**config.mk**
```make
export PLATFORM = sky130hd
export DESIGN_NAME = cftsc_track
export DESIGN_NICKNAME = d
export VERILOG_FILES = /design/src/hdl/cftsc_pkg.sv /design/src/hdl/cftsc_track.sv
export VERILOG_INCLUDE_DIRS = /design/src /design/src/hdl
export SDC_FILE = /design/constraint.sdc
export NUM_CORES = 1
export LEC_CHECK = 0
export BUFFER_PORTS_ARGS = -buffer_cell sky130_fd_sc_hd__clkbuf_2
export CAP_MARGIN = 0
export CORE_ASPECT_RATIO = 0.5
export CORE_UTILIZATION = 60
export CTS_CLUSTER_DIAMETER = 200
export DETAILED_ROUTE_END_ITERATION = 10
export PLACE_DENSITY = 0.86
export SLEW_MARGIN = 10
export SYNTH_ARGS = -nofsm -noshare
export SYNTH_HDL_FRONTEND = slang
export SYNTH_SLANG_ARGS = --single-unit
```
**constraint.sdc**
```tcl
create_clock -name clk -period 11.09 [get_ports clk]
set_clock_uncertainty 0.2 [all_clocks]
set_input_delay 1.109 -clock clk [delete_from_list [all_inputs] [get_ports clk]]
set_output_delay 1.109 -clock clk [all_outputs]
set_load 0.01 [all_outputs]
```
**src/hdl/can_test_frame_sequence_checker_assert.svh**
```systemverilog
// assertion macros for the can test frame sequence checker
`ifndef CAN_TEST_FRAME_SEQUENCE_CHECKER_ASSERT_SVH
`define CAN_TEST_FRAME_SEQUENCE_CHECKER_ASSERT_SVH

// property checked on every clock edge out of reset
`define CFTSC_ASSERT(lbl, prop, msg) \
	lbl: assert property (@(posedge clk) disable iff (!arst_n) (prop)) else $error(msg);

// condition that must never hold
`define CFTSC_NEVER(lbl, cond, msg) \
	lbl: assert property (@(posedge clk) disable iff (!arst_n) !(cond)) else $error(msg);

`endif

```
**src/hdl/cftsc_pkg.sv**
```systemverilog
// types and constants shared by the can test frame sequence checker
`timescale 1ns / 1ps

package cftsc_pkg;

	typedef struct packed {
		logic        op;
		logic        is_extended;
		logic [28:0] frame_id;
		logic [3:0]  data_length;
		logic [63:0] payload;
	} frame_t;

	typedef struct packed {
		logic [2:0]  frame_class;
		logic [31:0] sequence_number;
		logic [31:0] unknown_total;
		logic [31:0] frame_total;
		logic [31:0] in_order_total;
		logic [31:0] late_total;
		logic [31:0] missed_total;
	} result_t;

	typedef struct packed {
		logic        hit;
		logic        take_expected;
		logic [31:0] seq;
	} match_t;

	localparam logic [1:0] MODE_EVENT = 2'd0;
	localparam logic [1:0] MODE_IDENT = 2'd1;
	localparam logic [1:0] MODE_NODE  = 2'd2;

	localparam logic OP_CHECK  = 1'b0;
	localparam logic OP_REPORT = 1'b1;

	localparam logic CFG_MODE = 1'b0;
	localparam logic CFG_NODE = 1'b1;

	localparam logic [2:0] CLS_UNKNOWN  = 3'd0;
	localparam logic [2:0] CLS_IN_ORDER = 3'd1;
	localparam logic [2:0] CLS_AHEAD    = 3'd2;
	localparam logic [2:0] CLS_LATE     = 3'd3;
	localparam logic [2:0] CLS_REPORT   = 3'd4;

	localparam logic [28:0] EVENT_ID   = 29'h195b4ffe;
	localparam logic [28:0] IDENT_ID   = 29'h194c7fff;
	localparam logic [28:0] IDENT_MASK = 29'h1fffc000;
	localparam logic [28:0] NODE_HDR   = 29'h19170fff;
	localparam logic [28:0] NODE_MASK  = 29'h1ffff000;
	localparam logic [31:0] PREFIX_WORD = 32'h09000139;
	localparam logic [3:0]  FULL_DLC    = 4'd8;

endpackage

```
**src/hdl/cftsc_track.sv**
```systemverilog
// expected sequence number and the five wrapping counters
`timescale 1ns / 1ps

module cftsc_track (
	input  logic                clk,
	input  logic                arst_n,
	input  logic                adv,
	input  cftsc_pkg::frame_t   frame,
	input  cftsc_pkg::match_t   match,
	output cftsc_pkg::result_t  result
);

	`include "can_test_frame_sequence_checker_assert.svh"

	logic [31:0] expected_q, unknown_q, frames_q, in_order_q, late_q, missed_q;
	logic [31:0] expected_d, unknown_d, frames_d, in_order_d, late_d, missed_d;
	logic [31:0] seq;

	assign seq = match.take_expected ? expected_q : match.seq;

	always_comb begin
		expected_d = expected_q;
		unknown_d  = unknown_q;
		frames_d   = frames_q;
		in_order_d = in_order_q;
		late_d     = late_q;
		missed_d   = missed_q;
		result.sequence_number = 32'd0;
		result.frame_class     = cftsc_pkg::CLS_UNKNOWN;
		if (frame.op == cftsc_pkg::OP_REPORT) begin
			result.frame_class = cftsc_pkg::CLS_REPORT;
			unknown_d  = 32'd0;
			frames_d   = 32'd0;
			in_order_d = 32'd0;
			late_d     = 32'd0;
			missed_d   = 32'd0;
		end else if (!match.hit) begin
			unknown_d = unknown_q + 32'd1;
		end else begin
			result.sequence_number = seq;
			frames_d = frames_q + 32'd1;
			if (seq == expected_q) begin
				result.frame_class = cftsc_pkg::CLS_IN_ORDER;
				in_order_d = in_order_q + 32'd1;
				expected_d = expected_q + 32'd1;
			end else if (seq > expected_q) begin
				result.frame_class = cftsc_pkg::CLS_AHEAD;
				missed_d   = missed_q + (seq - expected_q);
				expected_d = seq + 32'd1;
			end else begin
				result.frame_class = cftsc_pkg::CLS_LATE;
				late_d = late_q + 32'd1;
			end
		end
		// a report returns the totals as they were before the clear
		if (frame.op == cftsc_pkg::OP_REPORT) begin
			result.unknown_total  = unknown_q;
			result.frame_total    = frames_q;
			result.in_order_total = in_order_q;
			result.late_total     = late_q;
			result.missed_total   = missed_q;
		end else begin
			result.unknown_total  = unknown_d;
			result.frame_total    = frames_d;
			result.in_order_total = in_order_d;
			result.late_total     = late_d;
			result.missed_total   = missed_d;
		end
	end

	always_ff @(posedge clk or negedge arst_n) begin
		if (!arst_n) begin
			expected_q <= 32'd1;
			unknown_q  <= 32'd0;
			frames_q   <= 32'd0;
			in_order_q <= 32'd0;
			late_q     <= 32'd0;
			missed_q   <= 32'd0;
		end else if (adv) begin
			expected_q <= expected_d;
			unknown_q  <= unknown_d;
			frames_q   <= frames_d;
			in_order_q <= in_order_d;
			late_q     <= late_d;
			missed_q   <= missed_d;
		end
	end

	`CFTSC_ASSERT(a_report_clears, adv && frame.op == cftsc_pkg::OP_REPORT |=> unknown_q == 32'd0 && frames_q == 32'd0 && missed_q == 32'd0, "report did not clear counters")
	`CFTSC_ASSERT(a_report_keeps_expected, adv && frame.op == cftsc_pkg::OP_REPORT |=> $stable(expected_q), "report changed expected sequence")
	`CFTSC_ASSERT(a_unknown_counts, adv && frame.op == cftsc_pkg::OP_CHECK && !match.hit |=> unknown_q == $past(unknown_q) + 32'd1, "unknown word not counted")

endmodule

```
== Yosys cells after proc, flatten, opt, wreduce, memory -nomap -nowiden ==
Cells that the tools add are included.
Word-level totals
  output and inout port bits: 195
  word-level logic and storage cells: 43
  register bits: 192
  input port bits: 136
Operators by class
  reduce and logical (&&, ||, !) cells: 2
  eq/ne operators: 1
  bitwise logic cells: 1
  mux-type cells: 24
  magnitude comparators: 1
  $add $sub $neg: 8
Operators with widths (count)
  $mux 32: 19
  $add 32x1->32 const B: 6
  $mux 160: 1
  $mux 35: 1
  $add 32x32->32: 1
  $eq 32x32->1: 1
  $gt 32x32->1: 1
  $sub 32x32->32: 1
  $mux 3: 2
  $reduce_and 4->1: 1
  $reduce_bool 2->1: 1
  $mux 1: 1
  $not 1->1: 1

== Logic depth before layout (Yosys ltp) ==
  depth in word-level cells: 8
  mapped depth: 27
  depth with buffers taken out: 18

== Worst setup path after synthesis ==
No wires, ideal clock.
  path type: in2reg
  start: input match[32] (netlist bit)
  end: register expected_q[28]
  arrival time: 6.662 ns
  path buffers: 9
  library setup time: 0.126 ns
  slack: 4.103 ns
  data required time: 10.764 ns
  stages: 27
  path through: buf_2 buf_4 buf_4 buf_2 buf_2 mux2i_1 inv_1 ha_1 nand4_1 or4_1 buf_2 nor3_4 buf_6 buf_2 buf_1 nor2_1 a21oi_1 ha_1 inv_1 a211oi_1 o311ai_0 o2bb2a_2 nor4_4 o21ai_2 or3_1 a31oi_1 a21oi_1
On the way
  longest elaborated chain between the ends: 4
  elaborated cells on any way between the ends: 8
Ends and longest elaborated chain
  from (decl): RTL line cftsc_track.sv:9  | input cftsc_pkg::match_t match,
  $mux 32 (*): RTL line cftsc_track.sv:19  | assign seq = match.take_expected ? expected_q : match.seq;
  $add 32x1->32 (tied with other cells): RTL line cftsc_track.sv:49  | expected_d = seq + 32'd1;
  $mux 32 or $reduce_bool 2->1 (tied branches)
  $mux 32 or $reduce_and 4->1 (tied branches)
  to (signal assigned): RTL line cftsc_track.sv:80  | expected_q <= expected_d;
  to (decl): RTL line cftsc_track.sv:15  | logic [31:0] expected_q, unknown_q, frames_q, in_order_q, late_q, missed_q;
Mark *: on every way between the ends. The rest lies on a longest branch, timed or not. The select of a mux whose other input is x is not followed.
A chain may end at the register's enable or synchronous reset.

==> flow_metrics.py <==
metrics = {
    "power_and_ir_drop": {
        "ir_worst_vdd_mv": 0.154,
        "power_density_nw_per_um2": 237,
        "leakage_nw": 9.27,
    },
    "synthesis": {
        "synth_top_family_by_area": "compound AO/OA/AOI/OAI gates",
        "yosys.area_share.simple": 0.220,
        "synthAdderAreaFrac": 0.0820,
        "yosys-mux-area-fraction": 0.0563,
        "syn_area_per_cell_um2": 7.77,
        "synth_common_cells": "nor2_1, nand2_1, dfrtp_1, inv_1, a21oi_1",
        "synth_nets": 2544,
        "ys.flop_type": "dfrtp_1",
        "ys_seq_area_frac": 0.268,
        "yosys-top-cells-area": "dfrtp_1, o2bb2ai_1, mux2i_1",
        "synth_compound_area_frac": 0.220,
        "post-synth-top-area-cell": "dfrtp_1",
        "yosys_warnings": 0,
        "syn_inst": 2309,
        "synth_edf_count": 0,
        "netlist_area_um2": 17900,
        "synth.most_common_cell": "nor2_1",
        "synthXorXnorAreaFrac": 0.0766,
        "ys_types": 78,
        "netlist.area_leader.share": 0.266,
        "ys_seq_elements": 192,
        "async_reset_ff_frac": 1.00,
    },
    "setup_path": {
        "crit_required_ps": 9780,
        "cpMaxStageDelayCell": "or4_1",
        "endpoint_kind": "output port",
        "critPathMaxFanout": 42,
        "critPathBufInv": 5,
        "max_stage_delay_ps": 790,
        "path_delay_family": "simple AND/OR/NAND/NOR gates",
        "path_cells": "clkbuf_2 -> buf_4 -> mux2i_1 -> inv_1 -> ha_1 -> nand4_2 -> or4_1 -> nor3_1 -> a211o_1 -> nand2_1 -> nor2_2 -> buf_4 -> mux2_2 -> clkbuf_2",
        "critPathKind": "input pin to output port",
        "critical_path_arrival_ps": 6790,
        "critPathLaunchType": "input pin",
    },
    "global_route": {
        "overflow": 0,
        "grt_util_all_layers": 0.324,
        "grt_max_degree": 127,
        "grt_pass1_vias": 16000,
        "antenna_found_initial": 0,
        "grt_first_pass_wirelength_um": 80800,
    },
    "layout": {
        "antenna_cells": 0,
        "final_nets": 2653,
        "final_core_util": 0.678,
        "fill_cells": 2399,
        "drive_above_1_share": 0.137,
        "syn2layout_area_growth_pct": 10.3,
    },
    "min_path": {
        "min_path_type": "register to register",
    },
    "die": {
        "die_area_um2": 30700,
        "rows": 44,
        "coreArea_um2": 29200,
        "die_h_um": 124,
        "die_w_um": 247,
        "start_util": 0.615,
        "io_pins": 331,
    },
    "clock_network": {
        "clkTransAtPathRegs_ps": 70,
        "cts-root-buf": "clkbuf_16",
        "htreeDepth": 4,
        "cts_tree": "yes",
        "clk_latency_ps": 470,
        "hold_buffers": 0,
        "cts_inserted_buffers": 17,
        "cts_setup_buffers": 0,
        "cts_buffer_depth": 2,
        "cts_sinks": 192,
        "ctsResizeCount": 0,
    },
    "sta": {
        "fmaxAchievable_ghz": 0.123,
        "setup_violations": 0,
        "tns_ps": 0,
        "drv_slew": 0,
        "max-slew-margin-rel": 0.237,
        "fin_crit_sh": 0.731,
        "worstMarginPinSlew_ps": 1140,
        "hold_viol": 0,
        "hold_ws_ps": 312,
        "period_needed_ps": 8100,
        "rsz0062_at_grt": "no",
    },
    "routing": {
        "totalWireLength_um": 50500,
        "drcViolationCount": 0,
        "vias": 17800,
        "ant_nets": 0,
        "avgViaCountPerCell": 6.31,
        "drtIter0Drc": 2244,
        "drtPass1Iterations": 6,
        "wire_per_inst_um": 17.9,
    },
    "placed_design": {
        "port_buffers": 232,
        "gp_congestion": 0.950,
        "dp_hpwl_um": 35300,
    },
    "flow_run": {
        "drv_cap": 0,
    },
    "run_status": {
        "outcome": "finished, final reports clean",
    },
}
## report_power, final
part	total, mW	internal (mW)	switching, mW	leakage, nW
combinational	2.96	1.17	1.79	6.41
sequential	1.05	0.824	0.228	2.56
clock	0.684	0.349	0.335	0.309
total	4.70	2.34	2.35	9.27
## cell type report
cell class | count | area (um^2) | area share
well taps | 391 | 489 | 0.0247
inverters | 191 | 722 | 0.0365
repair buffers | 255 | 1350 | 0.0682
clock buffers | 17 | 425 | 0.0215
multi-input cells | 1761 | 11800 | 0.595
clock inverters | 15 | 215 | 0.0109
flip-flops and latches | 192 | 4810 | 0.243
## path summary, 6_finish.rpt
| kind | endpoint | cells after the start | start | slack, ps |
|---|---|---|---|---|
| min in group asynchronous | frames_q[15] | 1 | arst_n | 570 |
| max in group asynchronous | expected_q[21] | 2 | arst_n | 8460 |
| min reg2reg | missed_q[29] | 1 | missed_q[29] | 310 |
| max | result[21] | 14 | match[32] | 2990 |
| max reg2reg | expected_q[28] | 19 | expected_q[17] | 4460 |
| min | missed_q[29] | 1 | missed_q[29] | 310 |
## cells by family after synthesis
| logic type | Yosys count |
|---|---|
| AND/OR/NAND/NOR | 815 |
| XOR/XNOR | 157 |
| multiplexers | 99 |
| adder cells (fa/ha/maj) | 99 |
| buffers and inverters | 356 |
| flip-flops | 192 |
| AO/OA/AOI/OAI | 591 |
## flip-flops by register name (all words and copies together), names as in the netlist
register,cells
expected_q,32
frames_q,32
in_order_q,32
late_q,32
missed_q,32
unknown_q,32
## through the flow
stage	setup slack, ps	total power [mW]	std cells	area, um^2
floorplan	4100	3.19	2309	17900
global placement	3190	3.85	2790	19100
detailed placement	3140	3.93	2790	19100
CTS	3100	4.63	2822	19800
global route	2660	5.04	2822	19800
finish	2990	4.70	2822	19800
## layer usage
layer,global-route usage,part of all wire
met4,0.128,0.034
met1,0.442,0.43
met3,0.0429,0.071
met2,0.522,0.47
met5,0,0
## cells in the final DEF (no fill, tap or decap), types with 46 or more instances in the layout
| cell type | Yosys | routed |
|---|---|---|
| a21oi_1 | 132 | 132 |
| a31oi_1 | 46 | 46 |
| clkbuf_2 | 1 | 230 |
| dfrtp_1 | 191 | 191 |
| ha_1 | 68 | 68 |
| inv_1 | 191 | 190 |
| mux2i_1 | 86 | 86 |
| nand2_1 | 198 | 198 |
| nand3_1 | 99 | 99 |
| nand4_1 | 51 | 51 |
| nor2_1 | 214 | 213 |
| nor3_1 | 94 | 94 |
| o21ai_0 | 116 | 116 |
| o2bb2ai_1 | 104 | 104 |
| xnor2_1 | 76 | 76 |
| xor2_1 | 81 | 81 |
Note: power is estimated with default switching activity, not from simulation.
